--- config.mk ---
export PLATFORM = sky130hd
export DESIGN_NAME = fast_atan2_approximation
export DESIGN_NICKNAME = d
export VERILOG_FILES = /design/src/sv/fa2_pkg.sv /design/src/sv/fa2_div.sv /design/src/sv/fast_atan2_approximation.sv
export SDC_FILE = /design/constraint.sdc
export NUM_CORES = 2
export LEC_CHECK = 0
export ABC_AREA = 1
export BUFFER_PORTS_ARGS = -buffer_cell sky130_fd_sc_hd__buf_2
export CELL_PAD_IN_SITES_DETAIL_PLACEMENT = 1
export CELL_PAD_IN_SITES_GLOBAL_PLACEMENT = 2
export CORE_MARGIN = 4
export CORE_UTILIZATION = 40
export DETAILED_ROUTE_END_ITERATION = 8
export PLACE_DENSITY_LB_ADDON = 0.1
export SLEW_MARGIN = 20
export SYNTH_ARGS = -nofsm -noshare
export SYNTH_HDL_FRONTEND = slang
export SYNTH_HIERARCHICAL = 1
export SYNTH_SLANG_ARGS = --single-unit
--- constraint.sdc ---
create_clock -name clock -period 49.5 [get_ports clock]
set_input_delay 7.425 -clock clock [delete_from_list [all_inputs] [get_ports clock]]
set_output_delay 7.425 -clock clock [all_outputs]
set_load 0.005 [all_outputs]
--- src/sv/fa2_pkg.sv ---
// Shared types and constants for the fast atan2 approximation block.
// No dependencies; imported by fa2_div and fast_atan2_approximation.
package fa2_pkg;

   localparam int COORD_WIDTH     = 16;
   localparam int ANGLE_FRAC_BITS = 13;
   localparam int ANGLE_WIDTH     = ANGLE_FRAC_BITS + 3;

   // magnitude of a coordinate fits COORD_WIDTH unsigned bits (2^(W-1) at most)
   localparam int MAG_WIDTH  = COORD_WIDTH;
   localparam int PROD_WIDTH = 2 * COORD_WIDTH - 1;
   localparam int DEN_WIDTH  = PROD_WIDTH;
   // quotient reaches 2^F when both magnitudes are one
   localparam int QUO_WIDTH  = ANGLE_FRAC_BITS + 1;

   localparam int COEF_WIDTH = 15;
   localparam logic [COEF_WIDTH-1:0] COEF_Q16 = 15'd18350;

   localparam longint unsigned PI_Q32 = 64'd13493037705;
   localparam int PI_Q  = int'((PI_Q32 + (64'd1 << (31 - ANGLE_FRAC_BITS)))
                               >> (32 - ANGLE_FRAC_BITS));
   localparam int PIH_Q = int'((PI_Q32 + (64'd1 << (32 - ANGLE_FRAC_BITS)))
                               >> (33 - ANGLE_FRAC_BITS));

   typedef struct packed {
      logic x_zero;
      logic y_zero;
      logic x_neg;
      logic y_neg;
      logic y_lt_x;   // |y| < |x|: octant near the x axis
   } fa2_ctl_type;

endpackage

--- src/sv/fa2_div.sv ---
// Pipelined restoring divider: one quotient bit per stage, QUO_WIDTH stages.
// Carries the item's control flags alongside. Depends on fa2_pkg.
module fa2_div (
   input  logic                             clock,
   input  logic                             reset,
   input  logic                             en,
   input  logic                             in_valid,
   input  logic [fa2_pkg::PROD_WIDTH-1:0]   in_prod,
   input  logic [fa2_pkg::DEN_WIDTH-1:0]    in_den,
   input  fa2_pkg::fa2_ctl_type             in_ctl,
   output logic                             out_valid,
   output logic [fa2_pkg::QUO_WIDTH-1:0]    out_quo,
   output fa2_pkg::fa2_ctl_type             out_ctl
);
   import fa2_pkg::*;

   logic                 valid_ff [QUO_WIDTH];
   logic [DEN_WIDTH-1:0] rem_ff   [QUO_WIDTH];
   logic [DEN_WIDTH-1:0] den_ff   [QUO_WIDTH];
   logic [QUO_WIDTH-1:0] quo_ff   [QUO_WIDTH];
   fa2_ctl_type          ctl_ff   [QUO_WIDTH];

   genvar i;
   generate
      for (i = 0; i < QUO_WIDTH; i++) begin : g_step
         logic                 prev_valid;
         logic [DEN_WIDTH-1:0] prev_rem;
         logic [DEN_WIDTH-1:0] prev_den;
         logic [QUO_WIDTH-1:0] prev_quo;
         fa2_ctl_type          prev_ctl;
         logic                 shift_bit;
         logic [DEN_WIDTH:0]   trial;
         logic                 take;
         logic [DEN_WIDTH-1:0] rem_in;
         logic [QUO_WIDTH-1:0] quo_in;

         if (i == 0) begin : g_first
            // dividend is prod * 2^F: start from prod/2, bring in its low bit first
            assign prev_valid = in_valid;
            assign prev_rem   = DEN_WIDTH'(in_prod >> 1);
            assign prev_den   = in_den;
            assign prev_quo   = '0;
            assign prev_ctl   = in_ctl;
            assign shift_bit  = in_prod[0];
         end else begin : g_next
            assign prev_valid = valid_ff[i-1];
            assign prev_rem   = rem_ff[i-1];
            assign prev_den   = den_ff[i-1];
            assign prev_quo   = quo_ff[i-1];
            assign prev_ctl   = ctl_ff[i-1];
            assign shift_bit  = 1'b0;
         end

         always_comb begin
            trial  = {prev_rem, shift_bit};
            take   = trial >= {1'b0, prev_den};
            rem_in = take ? DEN_WIDTH'(trial - {1'b0, prev_den}) : trial[DEN_WIDTH-1:0];
            quo_in = {prev_quo[QUO_WIDTH-2:0], take};
         end

         always_ff @(posedge clock) begin
            if (reset) begin
               valid_ff[i] <= 1'b0;
            end else if (en) begin
               valid_ff[i] <= prev_valid;
            end
            if (en) begin
               rem_ff[i] <= rem_in;
               den_ff[i] <= prev_den;
               quo_ff[i] <= quo_in;
               ctl_ff[i] <= prev_ctl;
            end
         end
      end
   endgenerate

   assign out_valid = valid_ff[QUO_WIDTH-1];
   assign out_quo   = quo_ff[QUO_WIDTH-1];
   assign out_ctl   = ctl_ff[QUO_WIDTH-1];

endmodule

--- src/sv/fast_atan2_approximation.sv ---
// Fast atan2 approximation, rational form with the 0.28 coefficient.
// Channels: req_ beats carry a (y, x) pair, rsp_ beats carry the angle in
// radians, signed Q3.13, saturated to +/-pi. Each request beat gives exactly
// one response beat, in order.
// Throughput: one beat per cycle while the receiver does not stall. The
// pipeline is 20 register stages (select, three multiply/add stages, 14
// divider stages, two angle stages) plus the output register.
// The 14-stage divider produces one quotient bit per stage.
// When the receiver stalls, the output register holds its beat and one more
// beat lands in a skid register; the pipeline then freezes and req_tready
// drops until the skid register drains. Nothing is lost or repeated.
// Reset clears all valid bits; the block keeps no other state and is ready
// for a beat in the first cycle after reset.
// Depends on fa2_pkg and fa2_div.
module fast_atan2_approximation (
   input  logic        clock,
   input  logic        reset,
   input  logic        req_tvalid,
   output logic        req_tready,
   input  logic [31:0] req_tdata,   // [15:0] y_coord, [31:16] x_coord
   output logic        rsp_tvalid,
   input  logic        rsp_tready,
   output logic [15:0] rsp_tdata    // [15:0] angle
);
   import fa2_pkg::*;

   localparam int ANG_EXT = ANGLE_WIDTH + 2;
   localparam logic signed [ANG_EXT-1:0] PI_X      = ANG_EXT'(PI_Q);
   localparam logic signed [ANG_EXT-1:0] PIH_X     = ANG_EXT'(PIH_Q);
   localparam logic signed [ANG_EXT-1:0] PIH_M_PI  = ANG_EXT'(PIH_Q - PI_Q);
   localparam int COEF_PROD = COEF_WIDTH + PROD_WIDTH;

   logic en;
   logic skid_valid_ff;
   logic [ANGLE_WIDTH-1:0] skid_data_ff;
   logic out_valid_ff;
   logic [ANGLE_WIDTH-1:0] out_data_ff;

   assign en         = !skid_valid_ff;
   assign req_tready = en;

   // stage 1: magnitudes, octant, operand select
   logic signed [COORD_WIDTH-1:0] y_in, x_in;
   logic [MAG_WIDTH-1:0] ay, ax;
   fa2_ctl_type ctl_in;
   logic s1_valid_ff;
   logic [MAG_WIDTH-1:0] a_ff, b_ff;
   fa2_ctl_type s1_ctl_ff;

   always_comb begin
      y_in = $signed(req_tdata[COORD_WIDTH-1:0]);
      x_in = $signed(req_tdata[2*COORD_WIDTH-1:COORD_WIDTH]);
      ay   = y_in[COORD_WIDTH-1] ? MAG_WIDTH'(-y_in) : MAG_WIDTH'(y_in);
      ax   = x_in[COORD_WIDTH-1] ? MAG_WIDTH'(-x_in) : MAG_WIDTH'(x_in);
      ctl_in.x_zero = (x_in == '0);
      ctl_in.y_zero = (y_in == '0);
      ctl_in.x_neg  = x_in[COORD_WIDTH-1];
      ctl_in.y_neg  = y_in[COORD_WIDTH-1];
      ctl_in.y_lt_x = ay < ax;
   end

   // stage 2: products; stage 3: coefficient; stage 4: denominator
   logic s2_valid_ff, s3_valid_ff, s4_valid_ff;
   logic [PROD_WIDTH-1:0] s2_ab_ff, s2_bb_ff, s2_aa_ff;
   logic [PROD_WIDTH-1:0] s3_ab_ff, s3_bb_ff, s3_coef_ff;
   logic [PROD_WIDTH-1:0] s4_ab_ff;
   logic [DEN_WIDTH-1:0]  s4_den_ff;
   fa2_ctl_type s2_ctl_ff, s3_ctl_ff, s4_ctl_ff;
   logic [COEF_PROD-1:0]  coef_full;

   assign coef_full = COEF_PROD'(COEF_Q16) * COEF_PROD'(s2_aa_ff);

   always_ff @(posedge clock) begin
      if (reset) begin
         s1_valid_ff <= 1'b0;
         s2_valid_ff <= 1'b0;
         s3_valid_ff <= 1'b0;
         s4_valid_ff <= 1'b0;
      end else if (en) begin
         s1_valid_ff <= req_tvalid;
         s2_valid_ff <= s1_valid_ff;
         s3_valid_ff <= s2_valid_ff;
         s4_valid_ff <= s3_valid_ff;
      end
      if (en) begin
         a_ff       <= ctl_in.y_lt_x ? ay : ax;
         b_ff       <= ctl_in.y_lt_x ? ax : ay;
         s1_ctl_ff  <= ctl_in;
         s2_ab_ff   <= PROD_WIDTH'(a_ff * b_ff);
         s2_bb_ff   <= PROD_WIDTH'(b_ff * b_ff);
         s2_aa_ff   <= PROD_WIDTH'(a_ff * a_ff);
         s2_ctl_ff  <= s1_ctl_ff;
         s3_ab_ff   <= s2_ab_ff;
         s3_bb_ff   <= s2_bb_ff;
         s3_coef_ff <= PROD_WIDTH'(coef_full >> 16);
         s3_ctl_ff  <= s2_ctl_ff;
         s4_ab_ff   <= s3_ab_ff;
         s4_den_ff  <= DEN_WIDTH'(s3_bb_ff + s3_coef_ff);
         s4_ctl_ff  <= s3_ctl_ff;
      end
   end

   logic div_valid;
   logic [QUO_WIDTH-1:0] div_quo;
   fa2_ctl_type div_ctl;

   fa2_div u_div (
      .clock     (clock),
      .reset     (reset),
      .en        (en),
      .in_valid  (s4_valid_ff),
      .in_prod   (s4_ab_ff),
      .in_den    (s4_den_ff),
      .in_ctl    (s4_ctl_ff),
      .out_valid (div_valid),
      .out_quo   (div_quo),
      .out_ctl   (div_ctl)
   );

   // angle stage: sign the ratio, add the quadrant offset
   logic signed [ANG_EXT-1:0] ratio, ang_in;
   logic f1_valid_ff, f2_valid_ff;
   logic signed [ANG_EXT-1:0] f1_ang_ff;
   logic [ANGLE_WIDTH-1:0] f2_ang_ff, sat_in;

   always_comb begin
      ratio = $signed(ANG_EXT'(div_quo));
      if (div_ctl.x_neg ^ div_ctl.y_neg) begin
         ratio = -ratio;
      end
      if (div_ctl.x_zero) begin
         if (div_ctl.y_zero) begin
            ang_in = '0;
         end else if (div_ctl.y_neg) begin
            ang_in = -PIH_X;
         end else begin
            ang_in = PIH_X;
         end
      end else if (div_ctl.y_lt_x) begin
         if (!div_ctl.x_neg) begin
            ang_in = ratio;
         end else if (div_ctl.y_neg) begin
            ang_in = ratio - PI_X;
         end else begin
            ang_in = ratio + PI_X;
         end
      end else if (div_ctl.y_neg) begin
         ang_in = PIH_M_PI - ratio;
      end else begin
         ang_in = PIH_X - ratio;
      end
   end

   // clamp to +/-pi
   always_comb begin
      if (f1_ang_ff > PI_X) begin
         sat_in = ANGLE_WIDTH'(PI_X);
      end else if (f1_ang_ff < -PI_X) begin
         sat_in = ANGLE_WIDTH'(-PI_X);
      end else begin
         sat_in = f1_ang_ff[ANGLE_WIDTH-1:0];
      end
   end

   always_ff @(posedge clock) begin
      if (reset) begin
         f1_valid_ff <= 1'b0;
         f2_valid_ff <= 1'b0;
      end else if (en) begin
         f1_valid_ff <= div_valid;
         f2_valid_ff <= f1_valid_ff;
      end
      if (en) begin
         f1_ang_ff <= ang_in;
         f2_ang_ff <= sat_in;
      end
   end

   // output register with skid: the skid slot catches the beat that leaves
   // the pipeline in the cycle the receiver stalls
   logic out_take;
   assign out_take = !out_valid_ff || rsp_tready;

   always_ff @(posedge clock) begin
      if (reset) begin
         out_valid_ff  <= 1'b0;
         skid_valid_ff <= 1'b0;
      end else if (skid_valid_ff) begin
         if (out_take) begin
            out_valid_ff  <= 1'b1;
            out_data_ff   <= skid_data_ff;
            skid_valid_ff <= 1'b0;
         end
      end else if (f2_valid_ff) begin
         if (out_take) begin
            out_valid_ff <= 1'b1;
            out_data_ff  <= f2_ang_ff;
         end else begin
            skid_valid_ff <= 1'b1;
            skid_data_ff  <= f2_ang_ff;
         end
      end else if (out_take) begin
         out_valid_ff <= 1'b0;
      end
   end

   assign rsp_tvalid = out_valid_ff;
   assign rsp_tdata  = out_data_ff;

   a_skid_only_when_stalled: assert property (@(posedge clock) disable iff (reset)
      $rose(skid_valid_ff) |-> $past(rsp_tvalid && !rsp_tready))
      else $error("skid filled while output was free");

   a_skid_implies_out: assert property (@(posedge clock) disable iff (reset)
      skid_valid_ff |-> rsp_tvalid)
      else $error("skid holds a beat while output register is empty");

   // x on the axis leaves the quotient unused (zero denominator at the origin)
   a_quo_range: assert property (@(posedge clock) disable iff (reset)
      (div_valid && !div_ctl.x_zero) |-> div_quo <= QUO_WIDTH'(1 << ANGLE_FRAC_BITS))
      else $error("divider quotient out of range");

   a_angle_range: assert property (@(posedge clock) disable iff (reset)
      rsp_tvalid |-> ($signed(rsp_tdata) <= PI_X) && ($signed(rsp_tdata) >= -PI_X))
      else $error("angle beyond +/-pi");

endmodule

### Word-level counts from Yosys, hierarchy flattened

Memories as Yosys holds them, arrays and structs flattened. A register that Yosys moved wholly into a read port is not among the register bits.
Cells that the tools add are included.

* multiplexer cells: 57
* add/sub/neg operators: 22
* $mul: 4
* order comparisons: 17
* bitwise operators: 18
* reduce and logical (&&, ||, !) cells: 11

Operators by type and width (count)
* $mux W31: 14
* $sub A31 B31 Y31: 14
* $ge A32 B31 Y1: 13
* $mux W16: 9
* $mux W18: 8
* $mul A16 B16 Y31: 3
* $mul A14 B31 Y45 const A: 1
* $sub A15 B18 Y18 const A: 2
* $logic_not A16 Y1: 2
* $neg A16 Y16: 2
* $add A31 B30 Y31: 1
* $ge A31 B31 Y1: 1
* $mux W1: 26
* $add A18 B16 Y18 const B: 1
* $gt A18 B16 Y1 const B: 1
* $lt A18 B16 Y1 const B: 1
* $neg A14 Y18: 1
* $sub A18 B16 Y18 const B: 1
* $lt A16 B16 Y1: 1
* $or A1 B1 Y1: 14
* $reduce_and A4 Y1: 1
* $logic_not A1 Y1: 3
* $not A1 Y1: 3
* $reduce_and A3 Y1: 1
* 5 further kinds: 5

* bits in writable memories: 1148
* input bits: 36
* flip-flop bits (word level): 372
* memories: 5

Memories
* u_div.den_ff: words 14, bits a word 31, read ports 13, clocked after Yosys merged registers in 0, wr ports 14, RTL line fa2_div.sv:19 `logic [DEN_WIDTH-1:0] den_ff [QUO_WIDTH];`
* u_div.rem_ff: words 14, bits a word 31, read ports 13, clocked after Yosys merged registers in 0, wr ports 14, RTL line fa2_div.sv:18 `logic [DEN_WIDTH-1:0] rem_ff [QUO_WIDTH];`
* u_div.quo_ff: words 14, bits a word 14, read ports 14, clocked after Yosys merged registers in 0, wr ports 14, RTL line fa2_div.sv:20 `logic [QUO_WIDTH-1:0] quo_ff [QUO_WIDTH];`
* u_div.ctl_ff: words 14, bits a word 5, read ports 14, clocked after Yosys merged registers in 0, wr ports 14, RTL line fa2_div.sv:21 `fa2_ctl_type ctl_ff [QUO_WIDTH];`
* u_div.valid_ff: words 14, bits a word 1, read ports 14, clocked after Yosys merged registers in 1, wr ports 14, RTL line fa2_div.sv:17 `logic valid_ff [QUO_WIDTH];`

### Logic depth before layout (Yosys ltp)

An unclocked memory read counts as a cell.

* depth after elaboration: 8
* mapped depth: 28

### Modules after synthesis

Netlist, hierarchy kept.

Modules (own cells, without submodules)
* fa2_div: times used 1, cells each 9284, area an instance 68221.7 µm², seq. area each 29878.7 µm²
* fast_atan2_approximation: times used 1, cells each 5444, area an instance 48853.1 µm², seq. area each 11030.6 µm²

### Least setup slack after synthesis

OpenSTA, ideal clock, no wires.

* path type: register to output
* from: register skid_valid_ff
* to: output req_tready
* cell stages (with the launch flop): 4
* arrival: 36.075 ns
* setup slack: 6.000 ns
* path buffers: 2
* cell sequence: dfxtp_1 clkbuf_1 inv_1 clkbuf_1

* word-level cells in the longest chain between the ends: 1

Ends and longest elaborated chain
* from (decl): RTL line fast_atan2_approximation.sv:34 `logic skid_valid_ff;`
* from (signal assigned): RTL line fast_atan2_approximation.sv:187 `skid_valid_ff <= 1'b0;`
* from (signal assigned): RTL line fast_atan2_approximation.sv:192 `skid_valid_ff <= 1'b0;`
* from (signal assigned): RTL line fast_atan2_approximation.sv:199 `skid_valid_ff <= 1'b1;`
* $logic_not A1 Y1: RTL line fast_atan2_approximation.sv:39 `assign en = !skid_valid_ff;`
* to (decl): RTL line fast_atan2_approximation.sv:19 `output logic req_tready,`

No other way between the ends.

### Worst setup path in the final report

* from: input req_tdata[16]
* to: register a_ff[2], data pin

* word-level cells in the longest chain between the ends: 4

Ends and longest elaborated chain
* from (decl): RTL line fast_atan2_approximation.sv:20 `input logic [31:0] req_tdata,`
* $neg A16 Y16: RTL line fast_atan2_approximation.sv:54 `ax = x_in[COORD_WIDTH-1] ? MAG_WIDTH'(-x_in) : MAG_WIDTH'(x_in);`
* $mux W16 *: RTL line fast_atan2_approximation.sv:54
* $lt A16 B16 Y1: RTL line fast_atan2_approximation.sv:59 `ctl_in.y_lt_x = ay < ax;`
* $mux W16 *: RTL line fast_atan2_approximation.sv:86 `a_ff <= ctl_in.y_lt_x ? ay : ax;`
* to (signal assigned): RTL line fast_atan2_approximation.sv:86
* to (decl): RTL line fast_atan2_approximation.sv:47 `logic [MAG_WIDTH-1:0] a_ff, b_ff;`

Mark *: on every way between the ends. The rest lies on a longest branch, timed or not.
A chain may end at the register's enable or synchronous reset.

==> results by group <==
Cells and area
  • Area of the multi-input gates: slightly above 0.06 sq mm
  • Layout cells sized above 1: 0.0348
  • Area grow syn2layout: 8.68%
  • Filler Cell Count: between 30000 and 40000
  • Total area of sequential cells: 0.0409 sq mm
  • Final instance area: approximately 0.13 sq mm
  • Fin nets: about 17000

STA
  • Max Fclk: 99.3 MHz
  • Setup WS post-layout: 39430 ps
  • Least-Margin Pin Slew: 1140 ps
  • Final hold vios: 0
  • Min cycle time layout: 10070 ps
  • Fin Hold WS: 337 ps
  • Setup_tns: 0 ps
  • Worst Skew: around 110 ps
  • Period utilization: 0.203
  • Slew Viols, Final: 0
  • RSZ-0062 raised after global routing: no
  • Slew HR: 0.242
  • Final setup fails: 0

Run status
  • Status: complete, no violations

Logic synthesis
  • Sequential area share after synthesis: 0.349
  • Synth Register Bits: 1365
  • Distinct cell type count after synthesis: 67
  • Post-synth EDFFs: 1357
  • Share of flip-flops with an asynchronous set or reset: 0
  • Synth Flop Type: edfxtp_1
  • Mean Syn Cell Area: 7.95 sq um
  • Synth Warn #: 6
  • Cells after Synth: 14728
  • Synthesized area: 0.117 sq mm

Place
  • DP HPWL: 315000 microns
  • Placed instance area: ~0.12 sq mm
  • Worst slack, placed: 38590 ps
  • RePlAce Congestion: 0.894
  • I/O Buffers: 53

Clock tree
  • H-Tree Depth: 4
  • Latest clock arrival within the worst-skew pair: 890 ps
  • Post-CTS resize count: 0
  • Clock Tree Root: clkbuf_16
  • CTS Sinks: 1365
  • Clock Path Buffers: 4
  • Postcts setup bufs: 0
  • Reg clk slew, reported paths: ~60 ps
  • Post-CTS Hold Buffers: 0
  • TritonCTS buffer count: 167
  • CTS tree: built

Setup path
  • Reg2Reg Setup Slack: 42980 ps
  • CP Max Fanout: 27
  • Setup crit end kind: flop
  • Crit path kind: input port to flop
  • CP arrival: 10580 ps
  • Startpoint Class: input port
  • Worst EP required: ~50000 ps

GRT
  • GRT Util Overall: 0.252
  • Vias in the first global route: 99557
  • GR Overflow Total: 0
  • GR Util met2: 0.454
  • Largest net degree at the start of global routing: 88
  • Initial antenna violation count: 19
  • Gr busiest metal: met2
  • First-pass GRT wire length: 589000 microns
  • Met3 Use GR: 0.0214
  • Met1 Use GR: 0.327

Routing
  • Vias per inst: ~5
  • Post-Route WL: 383000 microns
  • Iter 0 DRT Violations: 5523
  • Vias after detailed routing: roughly 93000
  • DRT Pass-1 Iters: 5
  • Routed wire per std cell: 20.3 microns
  • Final ANT Viol Nets: 0
  • DRC Markers: 0

Floorplanning
  • Horiz. Die Dim: 549 microns
  • Ports: 54
  • Die area: 0.301 sq mm
  • Die Height: 549 microns
  • Row Count: 198
  • Core region area: 0.291 sq mm
  • Initial core utilization: 0.402

Min path
  • Hold WC Path Type: flop to flop

Run
  • Max-Cap Viols: 0
-- layer usage --
| layer | part of all wire | wire length [microns] |
|---|---|---|
| met2 | 0.50 | 192000 |
| met5 | 0 | 0 |
| met3 | 0.032 | 12100 |
| met1 | 0.44 | 169000 |
| met4 | 0.027 | 10400 |
-- through the flow --
| step | cells | utilization |
|---|---|---|
| after floorplan | 14732 | - |
| after global placement | 18536 | 0.418 |
| after detailed placement | 18536 | 0.418 |
| after CTS | 18836 | 0.437 |
| after global routing | 18838 | 0.437 |
| final | 18839 | 0.437 |
-- cells in the final DEF, fill, tap and decap left out, types with 8 or more instances in the layout --
cell / netlist / layout
edfxtp_1: 1357 / 1357
o21ai_0: 164 / 164
o21ai_1: 44 / 44
nand3b_1: 51 / 51
nand4_1: 116 / 116
buf_4: 28 / 69
nor2_1: 783 / 783
clkinv_2: 0 / 26
clkinv_4: 0 / 9
clkbuf_1: 114 / 21
clkbuf_16: 0 / 168
a21boi_0: 8 / 8
clkinv_1: 12 / 35
nor3_1: 63 / 63
xnor2_1: 51 / 51
fa_1: 720 / 720
or2_2: 32 / 32
nor2_2: 21 / 21
ha_1: 972 / 972
and2_1: 65 / 65
nand3_1: 679 / 679
nand2_2: 33 / 33
inv_2: 18 / 18
clkinvlp_4: 0 / 13
o21bai_1: 57 / 57
nand2_1: 4875 / 4875
a31oi_1: 20 / 20
a21oi_1: 454 / 454
o211ai_1: 10 / 10
bufinv_16: 0 / 19
xor2_1: 349 / 349
o21a_1: 13 / 13
buf_2: 58 / 53
a21o_1: 23 / 23
inv_1: 3431 / 3430
inv_6: 0 / 11
nor4_1: 16 / 15
-- final cells by class --
class                           instances  share of cell area
Multi-Input combinational cell       9687               0.488
Inverter                             3462               0.102
Clock buffer                          189              0.0337
Antenna cell                            3           0.0000590
Timing Repair Buffer                  122             0.00616
Clock inverter                        111             0.00994
Tap cell                             3900              0.0384
Sequential cell                      1365               0.322
-- logic make-up (layout without fill, tap and decap cells) --
logic type | Yosys count | after routing | synth area share
other cells | 1 | 8 | 0.0000320
compound gates | 830 | 830 | 0.0394
mux | 1 | 1 | 0.0000962
xor+xnor | 400 | 400 | 0.0299
simple gates | 6759 | 6759 | 0.234
flops | 1365 | 1365 | 0.349
buf+inv | 3680 | 3884 | 0.120
fa+ha+maj | 1692 | 1692 | 0.227
-- worst paths after layout --
kind                                               end              startpoint  cells after the start
worst max register to register  s2_ab_ff[23]$_DFFE_PN_      a_ff[15]$_DFFE_PN_                     20
worst min-delay path            s3_bb_ff[19]$_DFFE_PN_  s2_bb_ff[19]$_DFFE_PN_                      0
worst max-delay path                 a_ff[2]$_DFFE_PN_           req_tdata[16]                     16
worst min register to register  s3_bb_ff[19]$_DFFE_PN_  s2_bb_ff[19]$_DFFE_PN_                      0
-- synth_stat cells, types with 58 or more instances --
library cell     n  share of area
a21oi_1        454          0.019
and2_1          65         0.0035
buf_2           58         0.0025
clkbuf_1       114         0.0037
edfxtp_1      1357           0.35
fa_1           720           0.12
ha_1           972           0.10
inv_1         3431           0.11
nand2_1       4875           0.16
nand3_1        679          0.029
nand4_1        116         0.0062
nor2_1         783          0.025
nor3_1          63         0.0027
o21ai_0        164         0.0070
xor2_1         349          0.026
-- flip-flops by register name, indices dropped and copies added, names as in the netlist, 18 cells and up --
| register | count |
|---|---|
| s3_coef_ff | 30 |
| u_div/quo_ff | 105 |
| s2_ab_ff | 31 |
| s3_bb_ff | 30 |
| s2_aa_ff | 30 |
| u_div/den_ff | 403 |
| s4_ab_ff | 31 |
| s4_den_ff | 31 |
| s3_ab_ff | 31 |
| u_div/ctl_ff | 70 |
| u_div/rem_ff | 403 |
| s2_bb_ff | 30 |
| f1_ang_ff | 18 |
-- worst max-delay path, cell delays in order --
cell and delay, ps:
buf_2 120, nor3_1 340, nand4_1 230, inv_1 140
nand2_1 70, o31ai_1 270, xnor2_1 170, inv_1 100
ha_1 310, inv_1 60, o31ai_1 260, a21oi_1 100
nand2_1 100, clkinv_1 540, nand2_1 220, o21ai_0 110
Power is left out: the tool's default activity adds up to more than one toggle a clock period on the data nets, which glitch-free logic cannot reach.
